**config.mk**
```make
export PLATFORM = sky130hd
export DESIGN_NAME = time_triggered_task_scheduler
export DESIGN_NICKNAME = d
export VERILOG_FILES = /design/src/sv/ttts_pkg.sv /design/src/sv/ttts_cell.sv /design/src/sv/ttts_proc.sv /design/src/sv/time_triggered_task_scheduler.sv
export SDC_FILE = /design/constraint.sdc
export NUM_CORES = 1
export LEC_CHECK = 0
export BUFFER_PORTS_ARGS = -buffer_cell sky130_fd_sc_hd__buf_2
export CAP_MARGIN = 20
export CELL_PAD_IN_SITES_DETAIL_PLACEMENT = 0
export CELL_PAD_IN_SITES_GLOBAL_PLACEMENT = 1
export CORE_ASPECT_RATIO = 1.25
export CORE_MARGIN = 2
export CORE_UTILIZATION = 54
export DETAILED_ROUTE_END_ITERATION = 6
export PLACE_DENSITY_LB_ADDON = 0.08
export SLEW_MARGIN = 10
export SYNTH_ARGS = -nofsm -noshare
export SYNTH_HDL_FRONTEND = slang
export SYNTH_HIERARCHICAL = 1
export SYNTH_SLANG_ARGS = --single-unit
```
**constraint.sdc**
```tcl
create_clock -name clk -period 7.2 [get_ports clk]
set_input_delay 1.08 -clock clk [delete_from_list [all_inputs] [get_ports clk]]
set_output_delay 1.08 -clock clk [all_outputs]
set_load 0.005 [all_outputs]
```
**src/sv/ttts_pkg.sv**
```systemverilog
// ----------------------------------------------------------------------------
// ttts_pkg
// Shared types and constants for the time-triggered task scheduler: slot
// record layout, action codes and sizing of the slot ring.
// ----------------------------------------------------------------------------
`default_nettype none

package ttts_pkg;

  localparam int SLOTS      = 8;
  localparam int SLOT_W     = (SLOTS > 1) ? $clog2(SLOTS) : 1;
  localparam int MAX_OUT    = 8;
  localparam int CNT_OUT_W  = $clog2(MAX_OUT + 1);
  localparam int IDX_W      = 4;
  localparam int TID_W      = 8;
  localparam int TIME_W     = 16;
  localparam int PEND_W     = 8;
  localparam int DEL_SLOT_W = 3;

  typedef enum logic [1:0] {
    ACT_TICK     = 2'd0,
    ACT_ADD      = 2'd1,
    ACT_DELETE   = 2'd2,
    ACT_DISPATCH = 2'd3
  } action_t;

  typedef struct packed {
    logic              used;
    logic [TID_W-1:0]  tid;
    logic [TIME_W-1:0] delay;
    logic [TIME_W-1:0] period;
    logic [PEND_W-1:0] pending;
  } slot_rec_t;

  // status from the head processor back to the sweep control
  typedef struct packed {
    logic add_hit;
    logic disp_hit;
  } head_stat_t;

endpackage

`default_nettype wire

```
**src/sv/ttts_cell.sv**
```systemverilog
// ----------------------------------------------------------------------------
// ttts_cell
// One slot of the scheduler ring. Holds a slot record and takes the record
// of its neighbor whenever the ring advances.
// ----------------------------------------------------------------------------
`default_nettype none

module ttts_cell
  import ttts_pkg::*;
(
  input  wire logic      clk,
  input  wire logic      rst_n,
  input  wire logic      shift,
  input  wire slot_rec_t rec_in,
  output slot_rec_t      rec_out
);

  slot_rec_t rec_r;

  always_ff @(posedge clk) begin
    if (!rst_n) begin
      rec_r <= '0;
    end else if (shift) begin
      rec_r <= rec_in;
    end
  end

  assign rec_out = rec_r;

endmodule

`default_nettype wire

```
**src/sv/ttts_proc.sv**
```systemverilog
// ----------------------------------------------------------------------------
// ttts_proc
// Head processor of the slot ring. Applies the current action to the slot
// record leaving the head cell and returns the updated record to the tail.
// ----------------------------------------------------------------------------
`default_nettype none

module ttts_proc
  import ttts_pkg::*;
(
  input  wire action_t   action_i,
  input  wire slot_rec_t rec_i,
  input  wire slot_rec_t add_rec_i,
  input  wire logic      add_free_i,
  input  wire logic      del_hit_i,
  input  wire logic      disp_room_i,
  output slot_rec_t      rec_o,
  output head_stat_t     stat_o
);

  always_comb begin
    rec_o  = rec_i;
    stat_o = '0;
    unique case (action_i)
      ACT_TICK: begin
        if (rec_i.used) begin
          if (rec_i.delay == '0) begin
            if (rec_i.pending != '1) begin
              rec_o.pending = rec_i.pending + PEND_W'(1);
            end
            if (rec_i.period != '0) begin
              rec_o.delay = rec_i.period - TIME_W'(1);
            end
          end else begin
            rec_o.delay = rec_i.delay - TIME_W'(1);
          end
        end
      end
      ACT_ADD: begin
        if (add_free_i && !rec_i.used) begin
          rec_o          = add_rec_i;
          stat_o.add_hit = 1'b1;
        end
      end
      ACT_DELETE: begin
        if (del_hit_i) begin
          rec_o = '0;
        end
      end
      ACT_DISPATCH: begin
        if (disp_room_i && rec_i.used && (rec_i.pending != '0)) begin
          stat_o.disp_hit = 1'b1;
          rec_o.pending   = rec_i.pending - PEND_W'(1);
          // free one-shot tasks once they have run
          if (rec_i.period == '0) begin
            rec_o = '0;
          end
        end
      end
      default: begin
        rec_o = rec_i;
      end
    endcase
  end

endmodule

`default_nettype wire

```
**src/sv/time_triggered_task_scheduler.sv**
```systemverilog
// ----------------------------------------------------------------------------
// time_triggered_task_scheduler
// Cooperative task scheduler over a ring of slot cells. Each transaction
// rotates the whole ring once through a single head processor.
//
//   channel  ports                                         handshake
//   input    in_action in_task_id in_first_delay
//            in_repeat_period in_slot                      start & !busy
//   result   out_slot_index out_run_task_id out_task_ran
//            out_last                                      out_strobe
//
// A transaction keeps busy high while the ring rotates past the head
// processor slot by slot, and then while the final result is issued; a
// new transaction is accepted only once busy has dropped.
// Dispatch results appear one per cycle at most, each one strobe cycle;
// tick and delete give no result. Reset is synchronous and clears all slots
// at once. The receiver cannot stall the result channel.
// ----------------------------------------------------------------------------
`default_nettype none

module time_triggered_task_scheduler
  import ttts_pkg::*;
(
  input  wire logic                  clk,
  input  wire logic                  rst_n,
  input  wire logic                  start,
  output logic                       busy,
  input  wire logic [1:0]            in_action,
  input  wire logic [TID_W-1:0]      in_task_id,
  input  wire logic [TIME_W-1:0]     in_first_delay,
  input  wire logic [TIME_W-1:0]     in_repeat_period,
  input  wire logic [DEL_SLOT_W-1:0] in_slot,
  output logic                       out_strobe,
  output logic [IDX_W-1:0]           out_slot_index,
  output logic [TID_W-1:0]           out_run_task_id,
  output logic                       out_task_ran,
  output logic                       out_last
);

  typedef enum logic [2:0] {
    ST_IDLE  = 3'b001,
    ST_SWEEP = 3'b010,
    ST_DONE  = 3'b100
  } state_t;

  state_t                  state_r, state_nxt;
  logic [SLOT_W-1:0]       cnt_r, cnt_nxt;
  logic [CNT_OUT_W-1:0]    nout_r, nout_nxt;
  logic                    held_v_r, held_v_nxt;
  logic [SLOT_W-1:0]       held_idx_r, held_idx_nxt;
  logic [TID_W-1:0]        held_id_r, held_id_nxt;

  action_t                 action_r, action_nxt;
  slot_rec_t               add_rec_r, add_rec_nxt;
  logic [DEL_SLOT_W-1:0]   del_slot_r, del_slot_nxt;

  logic                    strobe_r, strobe_nxt;
  logic [IDX_W-1:0]        idx_r, idx_nxt;
  logic [TID_W-1:0]        rid_r, rid_nxt;
  logic                    ran_r, ran_nxt;
  logic                    last_r, last_nxt;

  logic                    shift;
  logic                    accept;
  logic                    del_hit;
  logic                    disp_room;
  slot_rec_t               ring [SLOTS];
  slot_rec_t               head_out;
  head_stat_t              head_stat;

  // --- slot ring -----------------------------------------------------------
  for (genvar i = 0; i < SLOTS; i++) begin : g_cell
    slot_rec_t cell_in;
    if (i == SLOTS - 1) begin : g_tail
      assign cell_in = head_out;
    end else begin : g_mid
      assign cell_in = ring[i+1];
    end
    ttts_cell u_cell (
      .clk     (clk),
      .rst_n   (rst_n),
      .shift   (shift),
      .rec_in  (cell_in),
      .rec_out (ring[i])
    );
  end

  assign del_hit   = (32'(del_slot_r) == 32'(cnt_r));
  assign disp_room = (nout_r < CNT_OUT_W'(MAX_OUT));

  ttts_proc u_proc (
    .action_i    (action_r),
    .rec_i       (ring[0]),
    .add_rec_i   (add_rec_r),
    .add_free_i  (!held_v_r),
    .del_hit_i   (del_hit),
    .disp_room_i (disp_room),
    .rec_o       (head_out),
    .stat_o      (head_stat)
  );

  // --- sweep control -------------------------------------------------------
  assign busy   = (state_r != ST_IDLE);
  assign accept = start && !busy;
  assign shift  = (state_r == ST_SWEEP);

  always_comb begin
    state_nxt    = state_r;
    cnt_nxt      = cnt_r;
    nout_nxt     = nout_r;
    held_v_nxt   = held_v_r;
    held_idx_nxt = held_idx_r;
    held_id_nxt  = held_id_r;
    action_nxt   = action_r;
    add_rec_nxt  = add_rec_r;
    del_slot_nxt = del_slot_r;
    strobe_nxt   = 1'b0;
    idx_nxt      = idx_r;
    rid_nxt      = rid_r;
    ran_nxt      = ran_r;
    last_nxt     = last_r;

    unique case (state_r)
      ST_IDLE: begin
        if (accept) begin
          state_nxt           = ST_SWEEP;
          cnt_nxt             = '0;
          nout_nxt            = '0;
          held_v_nxt          = 1'b0;
          action_nxt          = action_t'(in_action);
          add_rec_nxt.used    = 1'b1;
          add_rec_nxt.tid     = in_task_id;
          add_rec_nxt.delay   = in_first_delay;
          add_rec_nxt.period  = in_repeat_period;
          add_rec_nxt.pending = '0;
          del_slot_nxt        = in_slot;
        end
      end
      ST_SWEEP: begin
        if (head_stat.add_hit) begin
          held_v_nxt   = 1'b1;
          held_idx_nxt = cnt_r;
          held_id_nxt  = '0;
        end
        if (head_stat.disp_hit) begin
          nout_nxt = nout_r + CNT_OUT_W'(1);
          // issue the previous ready task; the newest one waits for last
          if (held_v_r) begin
            strobe_nxt = 1'b1;
            idx_nxt    = IDX_W'(held_idx_r);
            rid_nxt    = held_id_r;
            ran_nxt    = 1'b1;
            last_nxt   = 1'b0;
          end
          held_v_nxt   = 1'b1;
          held_idx_nxt = cnt_r;
          held_id_nxt  = ring[0].tid;
        end
        if (cnt_r == SLOT_W'(SLOTS - 1)) begin
          state_nxt = ST_DONE;
          cnt_nxt   = '0;
        end else begin
          cnt_nxt = cnt_r + SLOT_W'(1);
        end
      end
      ST_DONE: begin
        state_nxt = ST_IDLE;
        if ((action_r == ACT_ADD) || (action_r == ACT_DISPATCH)) begin
          strobe_nxt = 1'b1;
          idx_nxt    = held_v_r ? IDX_W'(held_idx_r) : IDX_W'(SLOTS);
          rid_nxt    = held_v_r ? held_id_r : '0;
          ran_nxt    = held_v_r && (action_r == ACT_DISPATCH);
          last_nxt   = 1'b1;
        end
      end
      default: begin
        state_nxt = ST_IDLE;
      end
    endcase
  end

  always_ff @(posedge clk) begin
    if (!rst_n) begin
      state_r  <= ST_IDLE;
      cnt_r    <= '0;
      nout_r   <= '0;
      held_v_r <= 1'b0;
      strobe_r <= 1'b0;
    end else begin
      state_r  <= state_nxt;
      cnt_r    <= cnt_nxt;
      nout_r   <= nout_nxt;
      held_v_r <= held_v_nxt;
      strobe_r <= strobe_nxt;
    end
  end

  always_ff @(posedge clk) begin
    held_idx_r <= held_idx_nxt;
    held_id_r  <= held_id_nxt;
    action_r   <= action_nxt;
    add_rec_r  <= add_rec_nxt;
    del_slot_r <= del_slot_nxt;
    idx_r      <= idx_nxt;
    rid_r      <= rid_nxt;
    ran_r      <= ran_nxt;
    last_r     <= last_nxt;
  end

  assign out_strobe      = strobe_r;
  assign out_slot_index  = idx_r;
  assign out_run_task_id = rid_r;
  assign out_task_ran    = ran_r;
  assign out_last        = last_r;

endmodule

`default_nettype wire
```
==> flow_summary.yaml <==
run_status:
  status: "finished clean"
floorplanning:
  dieHeight_um: 222
  die-area_um2: 39600
  die_x_um: 178
  ios: 64
  core_area_um2: 37400
  initial_core_util: 0.550
  rows: 79
synthesis:
  yosys-top-cells-area: "dfxtp_1 (39%), mux2i_1 (20%), nor2b_1 (12%), edfxtp_1 (10%), nand2_1 (1.3%)"
  yosysWarnings: 6
  ys_async_sr_fraction: 0
  yosys_register_bits: 474
  syn-cell-area_um2: 20500
  synthDistinctLibCells: 80
  synth_cells: 1890
  netlist.area_leader.share: 0.394
  synthFlopType: "dfxtp_1"
  yosys.area.top_type: "dfxtp_1"
  syn_avg_cell_area_um2: 10.9
  yosysSeqAreaShare: 0.496
  synth_edf_count: 70
place:
  portBuffers: 63
  place_ws_ns: 3.54
  place_hpwl_mm: 25.1
  place.gp.congestion: 0.861
cts:
  h-tree-depth: 2
  cts_tree: "yes"
  cts.repair.resized: 0
  cts.sinks: 474
  cts_setup_buffers: 0
  cts_buffers: 48
  cts_buffer_depth: 3
  root_buffer: "clkbuf_16"
  path_clk_slew_ns: 0.06
  ctsHoldBuffers: 0
  clkLatencyLatePin_ns: 0.57
grt:
  grt_pass1_vias: 12200
  antenna_found_initial: 0
  grt_remaining_overflow: 0
  grt_max_degree: 249
  grt_pass1_wl_mm: 64.7
  grt.total_usage: 0.202
critical_path:
  cp-start-kind: "flip-flop"
  cp_cell_sequence: "inv_1 > nor2_1 > nand2_1 > inv_1 > nor2_1 > nor2_2"
  crit_arrival_ns: 3.90
  worstSetupPathType: "reg -> reg"
  end_kind: "flip-flop"
  slowest_stage: "edfxtp_1"
  max_stage_delay_ns: 0.75
  crit_fanout: 22
  path_delay_family: "simple AND/OR/NAND/NOR gates"
  cp.required_ns: 7.39
  critPathBufInv: 2
routing:
  num_vias: 12900
  wl_per_cell_um: 16.8
  viasPerCell: 5.32
  ant_nets: 0
  drc: 0
  drt_iter0_markers: 863
  wl_mm: 40.6
  dr.pass1.iters: 5
flow_run:
  cap_violations: 0
timing:
  hold_viol: 0
  rsz0062_at_grt: "no"
  fmax_ghz: 0.270
  slew_violations: 0
  finClkSkew_ns: 0.0211
  tightestPinTransition_ns: 1.13
  fin_crit_ns: 3.71
  relSlewSlack: 0.250
  worst_slack_ns: 3.49
  min_period_over_period: 0.515
  setup_viol: 0
  finalSetupTns_ns: 0
power:
  cellPowerDensity_nw_per_um2: 242
  p_leak_nw: 7.24
  total_power_mw: 5.41
  vdd_drop_max_uv: 178
hold_path:
  hold_class: "reg -> reg"
final_layout:
  fin_util: 0.599
  nFillCells: 3167
  final_nets: 1948
  syn_to_final_growth_pct: 8.87
  n_antenna_cell: 0
  drive_gt1_frac: 0.0902
==> worst paths after layout <==
path / depth (start not counted) / slack, ns / startpoint / end
setup / recovery: 6 / 3.49 / action_r[0] / held_id_r[6]
hold / removal: 2 / 0.48 / nout_r[1] / nout_r[1]
setup reg to reg: 6 / 3.49 / action_r[0] / held_id_r[6]
hold reg to reg: 2 / 0.48 / nout_r[1] / nout_r[1]
==> metrics by stage <==
step / instances / instance area [um^2] / hold slack [ns]
3_5_place_dp: 2328 / 20800 / 0.470
5_1_grt: 2416 / 22400 / 0.518
2_1_floorplan: 1898 / 20600 / 0.446
4_1_cts: 2416 / 22400 / 0.479
6_report: 2416 / 22400 / 0.479
3_3_place_gp: 2327 / 20800 / 0.457
==> tightest hold or removal path, delay by kind of cell (launching register included) <==
| family | cells | cell delay [ns] |
|---|---|---|
| flip-flops | 1 | 0.32 |
| AND/OR/NAND/NOR | 1 | 0.06 |
| AO/OA/AOI/OAI | 1 | 0.05 |
==> synth_stat cells (4+ instances only) <==
master and number:
a211o_1 8, a211oi_1 4, a21boi_0 4, a21o_1 8
a21oi_1 47, a22o_1 4, a22oi_1 6, a31oi_1 7
and2_1 13, and3_1 4, buf_12 8, buf_2 12
buf_4 33, buf_8 8, clkbuf_1 69, dfxtp_1 404
edfxtp_1 70, ha_1 8, inv_1 13, mux2i_1 417
nand2_1 72, nand2b_1 5, nand3_1 11, nand3b_1 5
nand4_1 7, nor2_1 46, nor2b_1 407, nor3_1 17
nor4_1 7, o211ai_1 7, o21ai_0 54, o22ai_1 8
or3_1 4, or4_1 5, xnor2_1 7, xor2_1 10
==> sequential cells by signal (all words and copies together), names as in the netlist <==
name and cells:
held_id_r 8, nout_r 4, state_r 3, g_cell.u_cell/rec_out 392, add_rec_r 40, out_task_ran 1
del_slot_r 3, out_strobe 1, out_run_task_id 8, held_v_r 1, out_last 1, cnt_r 3
out_slot_index 4, action_r 2, held_idx_r 3
==> cells by family (layout without fill, tap and decap cells) <==
family / Yosys count / count (layout) / share of synthesized area
DFF: 474 / 474 / 0.496
adders and majority gates: 8 / 8 / 0.00487
muxes: 418 / 418 / 0.204
buffers and inverters: 146 / 178 / 0.0448
other: 2 / 10 / 0.000366
xor gates and xnor gates: 17 / 17 / 0.00725
and+or+nand+nor: 630 / 630 / 0.180
AOI/OAI and AO/OA: 195 / 195 / 0.0627
==> metal layers <==
layer  GRT usage  routed length, um  part of all wire
met3      0.0297               1800             0.044
met5           0                  0                 0
met2       0.329              18800              0.46
met4      0.0674               1070             0.026
met1       0.276              19000              0.47
==> cell usage in the layout, fill, tap and decap left out, drive strengths merged, types with 16 or more instances in the layout <==
| cell | netlist | layout |
|---|---|---|
| o21ai | 58 | 58 |
| nor2b | 407 | 407 |
| mux2i | 417 | 417 |
| buf | 63 | 75 |
| nand2 | 72 | 72 |
| nor2 | 48 | 48 |
| nor3 | 17 | 17 |
| dfxtp | 404 | 404 |
| clkbuf | 69 | 81 |
| edfxtp | 70 | 70 |
| inv | 13 | 16 |
| a21oi | 48 | 48 |
==> cell type report <==
class	count	area (um^2)	share of cell area
Clock buffer	80	1500	0.0672
Inverter	14	78.8	0.00352
Tap cell	486	608	0.0272
Sequential cell	474	10200	0.456
Clock inverter	8	80.1	0.00358
Multi-Input combinational cell	1278	9470	0.423
Timing Repair Buffer	76	434	0.0194
==> power breakdown <==
part	switching [mW]	leakage [nW]	internal, mW	total [mW]
Clock	1.01	0.779	1.46	2.47
Combinational	0.127	2.52	0.0961	0.223
Sequential	0.0157	3.94	2.71	2.72
(Power assumes the default switching activity.)
